==> config.mk <==
export PLATFORM = sky130hd
export DESIGN_NAME = gbm_monte_carlo_pricer
export DESIGN_NICKNAME = d
export VERILOG_FILES = /design/src/sv/gmcp_pkg.sv /design/src/sv/gmcp_mul.sv /design/src/sv/gbm_monte_carlo_pricer.sv
export SDC_FILE = /design/constraint.sdc
export NUM_CORES = 2
export LEC_CHECK = 0
export ABC_AREA = 1
export BUFFER_PORTS_ARGS = -buffer_cell sky130_fd_sc_hd__buf_2
export CAP_MARGIN = 10
export CORE_UTILIZATION = 50
export DETAILED_ROUTE_END_ITERATION = 16
export PLACE_DENSITY_LB_ADDON = 0.08
export SYNTH_ARGS = -nofsm -noshare
export SYNTH_HDL_FRONTEND = slang
export SYNTH_HIERARCHICAL = 1
export SYNTH_SLANG_ARGS = --single-unit
==> constraint.sdc <==
create_clock -name i_clk -period 8.4 [get_ports i_clk]
set_input_delay 1.68 -clock i_clk [delete_from_list [all_inputs] [get_ports i_clk]]
set_output_delay 1.68 -clock i_clk [all_outputs]
set_load 0.02 [all_outputs]
==> src/sv/gmcp_pkg.sv <==
package gmcp_pkg;

    // Field widths
    localparam int PRICE_BITS     = 40;
    localparam int START_BITS     = 40;
    localparam int SUM_BITS       = 56;
    localparam int OUT_BITS       = 40;
    localparam int SAMPLE_BITS    = 24;
    localparam int DRIFT_BITS     = 32;
    localparam int VOL_BITS       = 31;
    localparam int COUNT_BITS     = 16;
    localparam int DISC_BITS      = 40;
    localparam int CFG_DATA_BITS  = 40;
    localparam int CFG_INDEX_BITS = 3;

    // Width that holds both the start price register and the price range
    localparam int LIM_BITS = (PRICE_BITS > START_BITS) ? PRICE_BITS : START_BITS;

    // Fixed point fraction positions
    localparam int SAMPLE_FRAC = 20;
    localparam int RATE_FRAC   = 28;
    localparam int DISC_FRAC   = 40;

    // Step rate: drift + sign(z) * ((vol * |z|) >> 20)
    localparam int VOLTERM_BITS = VOL_BITS + SAMPLE_BITS - SAMPLE_FRAC;
    localparam int RATE_BITS    = VOLTERM_BITS + 2;
    localparam int RMAG_BITS    = RATE_BITS - 1;
    localparam int DELTA_BITS   = PRICE_BITS + RMAG_BITS - RATE_FRAC;

    // Shared multiplier: 56-bit operand times up to three 16-bit digits
    localparam int MUL_A_BITS    = 56;
    localparam int DIGIT_BITS    = 16;
    localparam int MUL_DIGITS    = 3;
    localparam int MUL_B_BITS    = MUL_DIGITS * DIGIT_BITS;
    localparam int PROD_BITS     = MUL_A_BITS + MUL_B_BITS;
    localparam int MUL_CNT_BITS  = 2;
    localparam int VMUL_DIGITS   = 2;
    localparam int VMUL_LO_BITS  = VMUL_DIGITS * DIGIT_BITS;
    localparam int VPROD_BITS    = MUL_A_BITS + VMUL_LO_BITS;

    localparam logic [MUL_CNT_BITS-1:0] VMUL_LAST = MUL_CNT_BITS'(VMUL_DIGITS - 1);
    localparam logic [MUL_CNT_BITS-1:0] FULL_LAST = MUL_CNT_BITS'(MUL_DIGITS - 1);

    // Sequencer states
    typedef enum logic [2:0] {
        ST_IDLE,
        ST_VMUL,
        ST_PMUL,
        ST_ACC,
        ST_FMUL,
        ST_FOUT
    } t_state;

    // Configuration register indexes
    typedef enum logic [CFG_INDEX_BITS-1:0] {
        CFG_START_PRICE   = 3'd0,
        CFG_DRIFT_STEP    = 3'd1,
        CFG_VOL_STEP      = 3'd2,
        CFG_STEPS_PER_PATH = 3'd3,
        CFG_PATH_COUNT    = 3'd4,
        CFG_PATH_DISCOUNT = 3'd5
    } t_cfg_index;

    // Request to the shared multiplier
    typedef struct packed {
        logic                    start;
        logic [MUL_CNT_BITS-1:0] last_digit;
        logic [MUL_A_BITS-1:0]   a;
        logic [MUL_B_BITS-1:0]   b;
    } t_mul_req;

    // Response from the shared multiplier
    typedef struct packed {
        logic                 done;
        logic [PROD_BITS-1:0] product;
    } t_mul_rsp;

endpackage

==> src/sv/gmcp_mul.sv <==
// Digit-serial multiplier: one 56x16 partial product per cycle, low digit first.
// After n digits the product is {hi, top 16*n bits of lo}.
module gmcp_mul (
    input  logic                i_clk,
    input  logic                i_rst_n,
    input  gmcp_pkg::t_mul_req  i_req,
    output gmcp_pkg::t_mul_rsp  o_rsp
);

    logic [gmcp_pkg::MUL_A_BITS-1:0]            r_a;
    logic [gmcp_pkg::MUL_B_BITS-1:0]            r_b;
    logic [gmcp_pkg::MUL_A_BITS-1:0]            r_hi;
    logic [gmcp_pkg::MUL_B_BITS-1:0]            r_lo;
    logic [gmcp_pkg::MUL_CNT_BITS-1:0]          r_cnt;
    logic                                       r_busy;
    logic                                       r_done;
    logic [gmcp_pkg::MUL_A_BITS+gmcp_pkg::DIGIT_BITS-1:0] w_pp;
    logic [gmcp_pkg::MUL_A_BITS+gmcp_pkg::DIGIT_BITS-1:0] w_acc;

    // Partial product of the current digit plus the running high part
    assign w_pp  = r_a * r_b[gmcp_pkg::DIGIT_BITS-1:0];
    assign w_acc = w_pp + (gmcp_pkg::MUL_A_BITS + gmcp_pkg::DIGIT_BITS)'(r_hi);

    // Sequence control
    always_ff @(posedge i_clk) begin
        if (!i_rst_n) begin
            r_busy <= 1'b0;
            r_done <= 1'b0;
            r_cnt  <= '0;
        end else if (i_req.start) begin
            r_busy <= 1'b1;
            r_done <= 1'b0;
            r_cnt  <= i_req.last_digit;
        end else begin
            r_done <= r_busy && (r_cnt == '0);
            if (r_busy) begin
                if (r_cnt == '0) begin
                    r_busy <= 1'b0;
                end else begin
                    r_cnt <= r_cnt - gmcp_pkg::MUL_CNT_BITS'(1);
                end
            end
        end
    end

    // Operands and partial sums
    always_ff @(posedge i_clk) begin
        if (i_req.start) begin
            r_a  <= i_req.a;
            r_b  <= i_req.b;
            r_hi <= '0;
            r_lo <= '0;
        end else if (r_busy) begin
            r_hi <= w_acc[gmcp_pkg::MUL_A_BITS+gmcp_pkg::DIGIT_BITS-1:gmcp_pkg::DIGIT_BITS];
            r_lo <= {w_acc[gmcp_pkg::DIGIT_BITS-1:0],
                     r_lo[gmcp_pkg::MUL_B_BITS-1:gmcp_pkg::DIGIT_BITS]};
            r_b  <= r_b >> gmcp_pkg::DIGIT_BITS;
        end
    end

    assign o_rsp.done    = r_done;
    assign o_rsp.product = {r_hi, r_lo};

endmodule

==> src/sv/gbm_monte_carlo_pricer.sv <==
// Monte Carlo pricer for geometric Brownian motion (Euler scheme, fixed point).
// Each accepted word is one standard normal sample (Q3.20); it moves the running
// path price by S += S*(drift_step + vol_step*z), saturating at zero and at the
// top of the price range. After steps_per_path samples the final price is added
// to the path sum; after path_count paths one word leaves with the sum times
// path_discount (Q0.40) and a flag that tells whether any saturation happened.
// One 56x16 multiplier, one digit per cycle, does all products: vol*|z| (2 digits),
// then price*rate (3 digits); a sample that ends a path then adds the final price
// to the path sum, and one that ends a run also forms sum*path_discount (3 digits)
// and waits for a free output register. The user must write configuration only
// while idle; the block itself does not enforce it.
module gbm_monte_carlo_pricer (
    input  logic                                    i_clk,
    input  logic                                    i_rst_n,
    input  logic                                    i_cfg_we,
    input  logic [gmcp_pkg::CFG_INDEX_BITS-1:0]     i_cfg_index,
    input  logic [gmcp_pkg::CFG_DATA_BITS-1:0]      i_cfg_data,
    input  logic                                    i_valid,
    output logic                                    o_stall,
    input  logic signed [gmcp_pkg::SAMPLE_BITS-1:0] i_normal_sample,
    output logic                                    o_valid,
    input  logic                                    i_stall,
    output logic [gmcp_pkg::OUT_BITS-1:0]           o_fair_value,
    output logic                                    o_clamped
);

    // Configuration registers
    logic [gmcp_pkg::PRICE_BITS-1:0]          w_start_fit;
    logic [gmcp_pkg::START_BITS-1:0]          r_start_price;
    logic signed [gmcp_pkg::DRIFT_BITS-1:0]   r_drift_step;
    logic [gmcp_pkg::VOL_BITS-1:0]            r_vol_step;
    logic [gmcp_pkg::COUNT_BITS-1:0]          r_steps_per_path;
    logic [gmcp_pkg::COUNT_BITS-1:0]          r_path_count;
    logic [gmcp_pkg::DISC_BITS-1:0]           r_path_discount;

    // Run state
    gmcp_pkg::t_state                         r_state;
    gmcp_pkg::t_state                         n_state;
    logic [gmcp_pkg::PRICE_BITS-1:0]          r_path_price;
    logic [gmcp_pkg::PRICE_BITS-1:0]          n_path_price;
    logic [gmcp_pkg::COUNT_BITS-1:0]          r_step_index;
    logic [gmcp_pkg::COUNT_BITS-1:0]          n_step_index;
    logic [gmcp_pkg::COUNT_BITS-1:0]          r_path_index;
    logic [gmcp_pkg::COUNT_BITS-1:0]          n_path_index;
    logic [gmcp_pkg::SUM_BITS-1:0]            r_final_sum;
    logic [gmcp_pkg::SUM_BITS-1:0]            n_final_sum;
    logic                                     r_clamp_seen;
    logic                                     n_clamp_seen;
    logic                                     r_zneg;
    logic                                     n_zneg;
    logic                                     r_rneg;
    logic                                     n_rneg;

    // Output register
    logic                                     r_out_valid;
    logic                                     n_out_valid;
    logic [gmcp_pkg::OUT_BITS-1:0]            r_out_fair_value;
    logic [gmcp_pkg::OUT_BITS-1:0]            n_out_fair_value;
    logic                                     r_out_clamped;
    logic                                     n_out_clamped;

    // Multiplier link
    gmcp_pkg::t_mul_req                       w_req;
    gmcp_pkg::t_mul_rsp                       w_rsp;

    // Datapath terms
    logic                                     w_in_accept;
    logic                                     w_out_free;
    logic [gmcp_pkg::SAMPLE_BITS-1:0]         w_z;
    logic [gmcp_pkg::SAMPLE_BITS-1:0]         w_zmag;
    logic [gmcp_pkg::VPROD_BITS-1:0]          w_vprod;
    logic [gmcp_pkg::VOLTERM_BITS-1:0]        w_volterm;
    logic signed [gmcp_pkg::RATE_BITS-1:0]    w_rate;
    logic [gmcp_pkg::RATE_BITS-1:0]           w_rate_neg;
    logic [gmcp_pkg::RMAG_BITS-1:0]           w_rmag;
    logic [gmcp_pkg::PRICE_BITS-1:0]          w_start_lim;
    logic [gmcp_pkg::PRICE_BITS-1:0]          w_s_cur;
    logic [gmcp_pkg::DELTA_BITS-1:0]          w_delta;
    logic [gmcp_pkg::DELTA_BITS:0]            w_up;
    logic                                     w_up_ovf;
    logic                                     w_dn_ovf;
    logic [gmcp_pkg::PRICE_BITS-1:0]          w_dn;
    logic [gmcp_pkg::PRICE_BITS-1:0]          w_new_price;
    logic                                     w_price_clamp;
    logic [gmcp_pkg::COUNT_BITS-1:0]          w_steps_eff;
    logic [gmcp_pkg::COUNT_BITS-1:0]          w_paths_eff;
    logic [gmcp_pkg::COUNT_BITS-1:0]          w_step_next;
    logic [gmcp_pkg::COUNT_BITS-1:0]          w_path_next;
    logic                                     w_path_end;
    logic                                     w_run_end;
    logic [gmcp_pkg::SUM_BITS:0]              w_sum_full;
    logic [gmcp_pkg::SUM_BITS-1:0]            w_sum_sat;
    logic [gmcp_pkg::SUM_BITS-1:0]            w_fv;
    logic                                     w_fv_ovf;

    gmcp_mul u_mul (
        .i_clk   (i_clk),
        .i_rst_n (i_rst_n),
        .i_req   (w_req),
        .o_rsp   (w_rsp)
    );

    assign w_in_accept = i_valid && (r_state == gmcp_pkg::ST_IDLE);
    assign w_out_free  = !r_out_valid || !i_stall;

    // Sample magnitude and sign
    assign w_z    = i_normal_sample;
    assign w_zmag = w_z[gmcp_pkg::SAMPLE_BITS-1] ? (~w_z + gmcp_pkg::SAMPLE_BITS'(1)) : w_z;

    // Two-digit product sits in hi and the upper part of lo
    assign w_vprod   = {w_rsp.product[gmcp_pkg::PROD_BITS-1:gmcp_pkg::MUL_B_BITS],
                        w_rsp.product[gmcp_pkg::MUL_B_BITS-1:
                                      gmcp_pkg::MUL_B_BITS-gmcp_pkg::VMUL_LO_BITS]};
    assign w_volterm = w_vprod[gmcp_pkg::SAMPLE_FRAC +: gmcp_pkg::VOLTERM_BITS];

    // Step rate and its magnitude
    assign w_rate = r_zneg
        ? gmcp_pkg::RATE_BITS'(r_drift_step)
          - signed'(gmcp_pkg::RATE_BITS'(w_volterm))
        : gmcp_pkg::RATE_BITS'(r_drift_step)
          + signed'(gmcp_pkg::RATE_BITS'(w_volterm));
    assign w_rate_neg = -w_rate;
    assign w_rmag = w_rate[gmcp_pkg::RATE_BITS-1]
        ? w_rate_neg[gmcp_pkg::RMAG_BITS-1:0]
        : w_rate[gmcp_pkg::RMAG_BITS-1:0];

    // Price at the head of a step: start price on the first step of a path
    assign w_start_fit = gmcp_pkg::PRICE_BITS'(r_start_price);
    assign w_start_lim = (gmcp_pkg::LIM_BITS'(r_start_price)
                          > gmcp_pkg::LIM_BITS'({gmcp_pkg::PRICE_BITS{1'b1}}))
        ? {gmcp_pkg::PRICE_BITS{1'b1}} : w_start_fit;
    assign w_s_cur = (r_step_index == '0) ? w_start_lim : r_path_price;

    // Price update with saturation at zero and at the top
    assign w_delta  = w_rsp.product[gmcp_pkg::RATE_FRAC +: gmcp_pkg::DELTA_BITS];
    assign w_up     = (gmcp_pkg::DELTA_BITS+1)'(r_path_price)
                    + (gmcp_pkg::DELTA_BITS+1)'(w_delta);
    assign w_up_ovf = w_up > (gmcp_pkg::DELTA_BITS+1)'({gmcp_pkg::PRICE_BITS{1'b1}});
    assign w_dn_ovf = w_delta > gmcp_pkg::DELTA_BITS'(r_path_price);
    assign w_dn     = r_path_price - gmcp_pkg::PRICE_BITS'(w_delta);

    always_comb begin
        if (r_rneg) begin
            w_new_price   = w_dn_ovf ? '0 : w_dn;
            w_price_clamp = w_dn_ovf;
        end else begin
            w_new_price   = w_up_ovf ? {gmcp_pkg::PRICE_BITS{1'b1}}
                                     : gmcp_pkg::PRICE_BITS'(w_up);
            w_price_clamp = w_up_ovf;
        end
    end

    // Step and path counters; a zero count acts as one
    assign w_steps_eff = (r_steps_per_path == '0) ? gmcp_pkg::COUNT_BITS'(1) : r_steps_per_path;
    assign w_paths_eff = (r_path_count == '0) ? gmcp_pkg::COUNT_BITS'(1) : r_path_count;
    assign w_step_next = r_step_index + gmcp_pkg::COUNT_BITS'(1);
    assign w_path_next = r_path_index + gmcp_pkg::COUNT_BITS'(1);
    assign w_path_end  = (w_step_next == '0) || (w_step_next >= w_steps_eff);
    assign w_run_end   = (w_path_next == '0) || (w_path_next >= w_paths_eff);

    // Path sum with saturation
    assign w_sum_full = (gmcp_pkg::SUM_BITS+1)'(r_final_sum)
                      + (gmcp_pkg::SUM_BITS+1)'(r_path_price);
    assign w_sum_sat  = w_sum_full[gmcp_pkg::SUM_BITS] ? {gmcp_pkg::SUM_BITS{1'b1}}
                                                       : w_sum_full[gmcp_pkg::SUM_BITS-1:0];

    // Discounted result
    assign w_fv     = w_rsp.product[gmcp_pkg::DISC_FRAC +: gmcp_pkg::SUM_BITS];
    assign w_fv_ovf = |w_fv[gmcp_pkg::SUM_BITS-1:gmcp_pkg::OUT_BITS];

    // Next state
    always_comb begin
        n_state = r_state;
        unique case (r_state)
            gmcp_pkg::ST_IDLE: begin
                if (i_valid) begin
                    n_state = gmcp_pkg::ST_VMUL;
                end
            end
            gmcp_pkg::ST_VMUL: begin
                if (w_rsp.done) begin
                    n_state = gmcp_pkg::ST_PMUL;
                end
            end
            gmcp_pkg::ST_PMUL: begin
                if (w_rsp.done) begin
                    n_state = w_path_end ? gmcp_pkg::ST_ACC : gmcp_pkg::ST_IDLE;
                end
            end
            gmcp_pkg::ST_ACC: begin
                n_state = w_run_end ? gmcp_pkg::ST_FMUL : gmcp_pkg::ST_IDLE;
            end
            gmcp_pkg::ST_FMUL: begin
                if (w_rsp.done) begin
                    n_state = gmcp_pkg::ST_FOUT;
                end
            end
            gmcp_pkg::ST_FOUT: begin
                if (w_out_free) begin
                    n_state = gmcp_pkg::ST_IDLE;
                end
            end
            default: n_state = gmcp_pkg::ST_IDLE;
        endcase
    end

    // Datapath control and next values
    always_comb begin
        w_req            = '0;
        n_path_price     = r_path_price;
        n_step_index     = r_step_index;
        n_path_index     = r_path_index;
        n_final_sum      = r_final_sum;
        n_clamp_seen     = r_clamp_seen;
        n_zneg           = r_zneg;
        n_rneg           = r_rneg;
        n_out_fair_value = r_out_fair_value;
        n_out_clamped    = r_out_clamped;
        n_out_valid      = r_out_valid && i_stall;

        unique case (r_state)
            gmcp_pkg::ST_IDLE: begin
                // Start vol_step * |z|
                if (w_in_accept) begin
                    n_zneg           = w_z[gmcp_pkg::SAMPLE_BITS-1];
                    w_req.start      = 1'b1;
                    w_req.last_digit = gmcp_pkg::VMUL_LAST;
                    w_req.a          = gmcp_pkg::MUL_A_BITS'(r_vol_step);
                    w_req.b          = gmcp_pkg::MUL_B_BITS'(w_zmag);
                end
            end
            gmcp_pkg::ST_VMUL: begin
                // Form the rate and start price * |rate|
                if (w_rsp.done) begin
                    n_path_price     = w_s_cur;
                    n_rneg           = w_rate[gmcp_pkg::RATE_BITS-1];
                    w_req.start      = 1'b1;
                    w_req.last_digit = gmcp_pkg::FULL_LAST;
                    w_req.a          = gmcp_pkg::MUL_A_BITS'(w_s_cur);
                    w_req.b          = gmcp_pkg::MUL_B_BITS'(w_rmag);
                end
            end
            gmcp_pkg::ST_PMUL: begin
                // Apply the step and advance the step counter
                if (w_rsp.done) begin
                    n_path_price = w_new_price;
                    n_clamp_seen = r_clamp_seen | w_price_clamp;
                    n_step_index = w_path_end ? '0 : w_step_next;
                end
            end
            gmcp_pkg::ST_ACC: begin
                // Add the final price; at run end start sum * discount
                n_clamp_seen = r_clamp_seen | w_sum_full[gmcp_pkg::SUM_BITS];
                if (w_run_end) begin
                    n_final_sum      = '0;
                    n_path_index     = '0;
                    w_req.start      = 1'b1;
                    w_req.last_digit = gmcp_pkg::FULL_LAST;
                    w_req.a          = gmcp_pkg::MUL_A_BITS'(w_sum_sat);
                    w_req.b          = gmcp_pkg::MUL_B_BITS'(r_path_discount);
                end else begin
                    n_final_sum  = w_sum_sat;
                    n_path_index = w_path_next;
                end
            end
            gmcp_pkg::ST_FMUL: begin
                // Wait for the discount product
            end
            gmcp_pkg::ST_FOUT: begin
                // Load the output word once the register is free
                if (w_out_free) begin
                    n_out_valid      = 1'b1;
                    n_out_fair_value = w_fv_ovf ? {gmcp_pkg::OUT_BITS{1'b1}}
                                                : w_fv[gmcp_pkg::OUT_BITS-1:0];
                    n_out_clamped    = r_clamp_seen | w_fv_ovf;
                    n_clamp_seen     = 1'b0;
                end
            end
            default: begin
            end
        endcase
    end

    // Configuration writes
    always_ff @(posedge i_clk) begin
        if (!i_rst_n) begin
            r_start_price    <= '0;
            r_drift_step     <= '0;
            r_vol_step       <= '0;
            r_steps_per_path <= gmcp_pkg::COUNT_BITS'(1);
            r_path_count     <= gmcp_pkg::COUNT_BITS'(1);
            r_path_discount  <= '0;
        end else if (i_cfg_we) begin
            unique case (gmcp_pkg::t_cfg_index'(i_cfg_index))
                gmcp_pkg::CFG_START_PRICE:    r_start_price    <=
                    i_cfg_data[gmcp_pkg::START_BITS-1:0];
                gmcp_pkg::CFG_DRIFT_STEP:     r_drift_step     <=
                    i_cfg_data[gmcp_pkg::DRIFT_BITS-1:0];
                gmcp_pkg::CFG_VOL_STEP:       r_vol_step       <=
                    i_cfg_data[gmcp_pkg::VOL_BITS-1:0];
                gmcp_pkg::CFG_STEPS_PER_PATH: r_steps_per_path <=
                    i_cfg_data[gmcp_pkg::COUNT_BITS-1:0];
                gmcp_pkg::CFG_PATH_COUNT:     r_path_count     <=
                    i_cfg_data[gmcp_pkg::COUNT_BITS-1:0];
                gmcp_pkg::CFG_PATH_DISCOUNT:  r_path_discount  <=
                    i_cfg_data[gmcp_pkg::DISC_BITS-1:0];
                default: begin
                end
            endcase
        end
    end

    // Control and run state
    always_ff @(posedge i_clk) begin
        if (!i_rst_n) begin
            r_state      <= gmcp_pkg::ST_IDLE;
            r_step_index <= '0;
            r_path_index <= '0;
            r_final_sum  <= '0;
            r_clamp_seen <= 1'b0;
            r_out_valid  <= 1'b0;
        end else begin
            r_state      <= n_state;
            r_step_index <= n_step_index;
            r_path_index <= n_path_index;
            r_final_sum  <= n_final_sum;
            r_clamp_seen <= n_clamp_seen;
            r_out_valid  <= n_out_valid;
        end
    end

    // Payload registers
    always_ff @(posedge i_clk) begin
        r_path_price     <= n_path_price;
        r_zneg           <= n_zneg;
        r_rneg           <= n_rneg;
        r_out_fair_value <= n_out_fair_value;
        r_out_clamped    <= n_out_clamped;
    end

    assign o_stall      = (r_state != gmcp_pkg::ST_IDLE);
    assign o_valid      = r_out_valid;
    assign o_fair_value = r_out_fair_value;
    assign o_clamped    = r_out_clamped;

endmodule
# Word-level counts from Yosys, hierarchy flattened
# Index checks and enable logic that the tools add are counted.
[classes]
add_sub_neg = 11
n_mul = 1
reduce_logical = 36
n_bitwise = 5
n_eq_ne = 16
magnitude_cmp = 5
mux = 43
[ops]
columns = ["op", "count"]
rows = [
  ["$mux 107", 3],
  ["$pmux 107 s3", 1],
  ["$mux 40", 7],
  ["$mux 56", 2],
  ["$mux 48", 2],
  ["$logic_not 16->1", 5],
  ["$pmux 40 s2", 1],
  ["$add 72x56->72", 1],
  ["$mul 56x16->72", 1],
  ["$mux 16", 4],
  ["$add 56x40->57", 1],
  ["$add 40x48->49", 1],
  ["$gt 49x40->1 const B", 1],
  ["$gt 48x40->1", 1],
  ["$gt 40x40->1 const B", 1],
  ["$sub 40x40->40", 1],
  ["$add 32x36->37", 1],
  ["$mux 37", 1],
  ["$sub 32x36->37", 1],
  ["$mux 36", 1],
  ["$neg 36->36", 1],
  ["$add 16x1->16 const B", 2],
  ["$ge 16x16->1", 2],
  ["$add 24x1->24 const B", 1],
  ["27 further kinds", 74],
]
[word_totals]
output_inout_bits = 43
inputBits = 72
ff_bits = 563
wordCells = 141

# Logic depth before layout (Yosys ltp)
[logic_depth]
depth_word = 8
mapped_depth = 34
depth_no_buf = 34

# Cells and area by module
# The synthesis kept the hierarchy.
[modules_own_cells]
columns = ["module", "n_inst", "cells_each", "seq_area_each_um2", "area_per_inst_um2"]
rows = [
  ["gmcp_mul", 1, 5066, 5285.1, 38843.5],
  ["gbm_monte_carlo_pricer", 1, 5047, 7857.5, 31266.2],
]

# Least setup slack after synthesis
# No wires, ideal clock.
[synth_path]
path_kind = "register to register"
startpoint = "register r_path_index[0] in the netlist's numbering"
endpoint = "register u_mul/r_b[0] in the netlist's numbering (enable)"
path_slack_ns = 1.685
period_less_slack_ns = 6.715
path_buffers = 3
setup_ns = 0.558
t_arrival_ns = 6.157
required_time_ns = 7.842
stages_incl_launch_ff = 25
cell_sequence = "dfxtp_1 -> ha_1 -> nand2_1 -> nor2_4 -> nand4_1 -> nor2_2 -> nand2_1 -> nor2_1 -> nand2_1 -> xnor2_2 -> ha_1 -> nand2_1 -> inv_1 -> nand3_1 -> nor2_1 -> and3_1 -> a2111oi_0 -> nand2_1 -> nand2_2 -> buf_2 -> nand3_1 -> buf_2 -> nor2_1 -> inv_1 -> clkbuf_1"
[synth_rtl]
columns = ["element", "line_no", "source"]
rows = [
  ["start, declared", "gbm_monte_carlo_pricer.sv:43", "logic [gmcp_pkg::COUNT_BITS-1:0] r_path_index;"],
  ["start signal, assigned", "gbm_monte_carlo_pricer.sv:325", "r_path_index <= n_path_index;"],
  ["end signal, assigned", "gmcp_mul.sv:50", "r_b <= i_req.b;"],
  ["end signal, assigned", "gmcp_mul.sv:57", "r_b <= r_b >> gmcp_pkg::DIGIT_BITS;"],
  ["end, declared", "gmcp_mul.sv:11", "logic [gmcp_pkg::MUL_B_BITS-1:0] r_b;"],
]

# Worst setup path in the final report
[layout_path]
startpoint = "register u_mul/r_b[15] in the netlist's numbering"
endpoint = "register u_mul/r_hi[26] in the netlist's numbering"
[layout_between]
elab_chain_cells = 2
[layout_lines]
columns = ["element", "line_no", "source"]
rows = [
  ["$mul 56x16->72", "gmcp_mul.sv:21", "assign w_pp = r_a * r_b[gmcp_pkg::DIGIT_BITS-1:0];"],
  ["$add 72x56->72", "gmcp_mul.sv:22", "assign w_acc = w_pp + (gmcp_pkg::MUL_A_BITS + gmcp_pkg::DIGIT_BITS)'(r_hi);"],
  ["end signal, assigned", "gmcp_mul.sv:54", "r_hi <= w_acc[gmcp_pkg::MUL_A_BITS+gmcp_pkg::DIGIT_BITS-1:gmcp_pkg::DIGIT_BITS];"],
  ["end, declared", "gmcp_mul.sv:12", "logic [gmcp_pkg::MUL_A_BITS-1:0] r_hi;"],
]
# Every way passes these cells.
# A chain may end at the register's enable or synchronous reset.

==> key figures <==
STA
  – Min Clock Period, post-route: 7.68 ns
  – Fin. max-slew vios: 0
  – Fmax: 130 MHz
  – Total Neg Setup Slack: 0 ns
  – # setup viols final: 0
  – Max-slew headroom: 21.1%
  – Final hold vios: 0
  – RSZ-0062 raised after global routing: false
  – Worst-Margin Slew: 1.18 ns
  – Final critical-path share of the clock period: 91.5%
  – Clk_skew: 0.0418 ns

Floorplan
  – I/O pins: 115
  – Starting density of the core: 50.4%
  – Die area: 140000 sq um
  – Vert. Die Dim: 374 microns
  – Die Wd: 374 microns
  – Core Footprint: 137000 sq um
  – Cell Rows: 136

Flow run
  – # Max-Cap Violations: 0

Route
  – Antenna-violating nets left: 0
  – Post-DR vias/cell: 5.52
  – Drt wl/cell: 22.8 microns
  – WL final: 269000 microns
  – Vias after detailed routing: 64900
  – Drt drc: 0
  – Initial drt markers: 6204
  – Pre-Repair DR Iteration Count: 6

Worst hold path
  – Hold Path Origin: u_mul/r_hi[48]$_SDFFE_PP0P_
  – Hold depth: 2
  – Hold crit path type: flop to flop
  – Min-Delay Endpoint: u_mul/r_hi[48]$_SDFFE_PP0P_

Clock tree
  – Num CTS Buffers: 71
  – Setup Fix Bufs, Post-CTS: 0
  – Clock Sinks: 535
  – Hold buffers post-CTS: 0
  – H-tree levels: 3
  – Clock Path Buffers: 3
  – Worst-Skew Late Latency: 0.68 ns
  – Reg clk slew, reported paths: 0.06 ns
  – Post_cts resized: 0
  – Root Driver: clkbuf_16
  – CTS tree: done

Critical path
  – RR Startpoint: u_mul/r_b[15]$_DFFE_PP_
  – R2R cell count: 20
  – RR Endpoint: u_mul/r_hi[26]$_SDFFE_PP0P_
  – Crit path capture type: flop
  – Data arrival, critical path: 8.18 ns
  – Reg2reg setup slack: 0.72 ns
  – WP data required: 8.90 ns
  – Critical path class: flop to flop
  – Crit path max fanout: 22
  – CP Launch Type: flop

Placed design
  – HPWL Detailed: 219000 microns
  – PortBufs: 114
  – GPL Wtd Cong: 1.04

Yosys
  – Netlist Area Pre-Place: 69300 sq um
  – Mapped Cells: 10000
  – Ys Warns: 6
  – Mean area per synthesized cell: 6.91 sq um

Layout
  – Synthesis-to-layout area growth: 6.52%
  – Share of layout cells above drive strength 1: 4.56%
  – Layout fillers: 14000
  – Fin nets: 11200

Global routing
  – Initial antenna violation count: 18
  – GRT overflow: 0
  – First-pass GRT wire length: 403000 microns
  – Vias in the first global route: 64300
  – Pin count of the biggest net entering global routing: 106
  – Aggregate global-route resource usage: 38.4%

Outcome
  – Outcome: completed
## metal layers
layer | vias up | routed length, microns | global-route usage [%]
li1 | 30100 | - | -
met1 | 31300 | 107000 | 49.5
met2 | 2861 | 123000 | 62.3
met3 | 589 | 22700 | 6.64
met4 | 18 | 15000 | 18.7
met5 | - | 122 | 0
## cell usage in the layout, fill, tap and decap left out, drive strengths merged, types with 5 or more instances in the layout
| cell | count |
|---|---|
| conb | 8 |
| nand3 | 344 |
| nor2 | 861 |
| diode | 5 |
| nor4 | 36 |
| clkinv | 25 |
| dfxtp | 348 |
| o211ai | 47 |
| o21a | 17 |
| edfxtp | 187 |
| a31oi | 35 |
| a21boi | 9 |
| inv | 2212 |
| a21oi | 485 |
| buf | 211 |
| o21bai | 35 |
| bufinv | 8 |
| xor2 | 144 |
| o21ai | 523 |
| nand4 | 79 |
| and3 | 9 |
| clkbuf | 97 |
| a21o | 22 |
| fa | 814 |
| nand2 | 2758 |
| ha | 381 |
| nor3 | 79 |
| xnor2 | 47 |
| nand3b | 27 |
| or2 | 23 |
| o22ai | 55 |
## stage by stage
| step | std cells | setup WS, ns | area [sq um] | util, % | hold WS [ns] |
|---|---|---|---|---|---|
| after floorplan | 10000 | 1.69 | 69300 | - | 0.426 |
| after global placement | 11600 | 0.912 | 71300 | 51.9 | 0.446 |
| after detailed placement | 11600 | 0.964 | 71300 | 51.9 | 0.451 |
| after CTS | 11800 | 0.895 | 73800 | 53.7 | 0.460 |
| after global routing | 11800 | 0.581 | 73800 | 53.7 | 0.475 |
| final | 11800 | 0.716 | 73800 | 53.7 | 0.459 |
## worst max-delay path: stages, from the launching register on
cell,delay (ns)
edfxtp_1,0.85
buf_4,0.41
buf_4,0.35
nand2_1,0.15
fa_1,0.56
fa_1,0.53
fa_1,0.53
fa_1,0.55
fa_1,0.53
fa_1,0.55
inv_1,0.04
ha_1,0.40
nand2_1,0.13
nor2_1,0.26
nand2_1,0.21
nor2_1,0.33
nand4_1,0.40
nand3_1,0.25
nand2_1,0.10
nand3_1,0.21
o21ai_0,0.15
## sequential cells by signal (all words and copies together) (netlist names), 40 cells and up
register and cells:
o_fair_value 40, r_final_sum 56, r_path_discount 40, r_path_price 40, r_start_price 40, u_mul/r_a 56, u_mul/r_b 48, u_mul/r_hi 56
## layout make-up
class                      count  area [sq um]  share of cell area, %
multi-input combinational   6871         46800                   63.4
clock buffer                  97          2010                   2.72
timing repair buffer         211          1350                   1.83
inverter                    2214          8310                   11.3
tap                         1794          2240                   3.04
antenna                        5          12.5                 0.0170
sequential                   535         12600                   17.0
clock inverter                33           478                  0.648
## worst max-delay path by stage
| stage | start | endpoint | cells after the start |
|---|---|---|---|
| after floorplan | r_path_index[0]$_SDFFE_PN0P_ | u_mul/r_b[0]$_DFFE_PP_ | 24 |
| after global placement | u_mul/r_b[14]$_DFFE_PP_ | u_mul/r_hi[26]$_SDFFE_PP0P_ | 23 |
| after detailed placement | u_mul/r_b[15]$_DFFE_PP_ | u_mul/r_hi[26]$_SDFFE_PP0P_ | 20 |
| after CTS | u_mul/r_b[15]$_DFFE_PP_ | u_mul/r_hi[26]$_SDFFE_PP0P_ | 20 |
| after global routing | u_mul/r_b[6]$_DFFE_PP_ | u_mul/r_hi[26]$_SDFFE_PP0P_ | 22 |
| final | u_mul/r_b[15]$_DFFE_PP_ | u_mul/r_hi[26]$_SDFFE_PP0P_ | 20 |
Power is left out: the tool's default activity adds up to more than one toggle a clock period on the data nets, which glitch-free logic cannot reach.
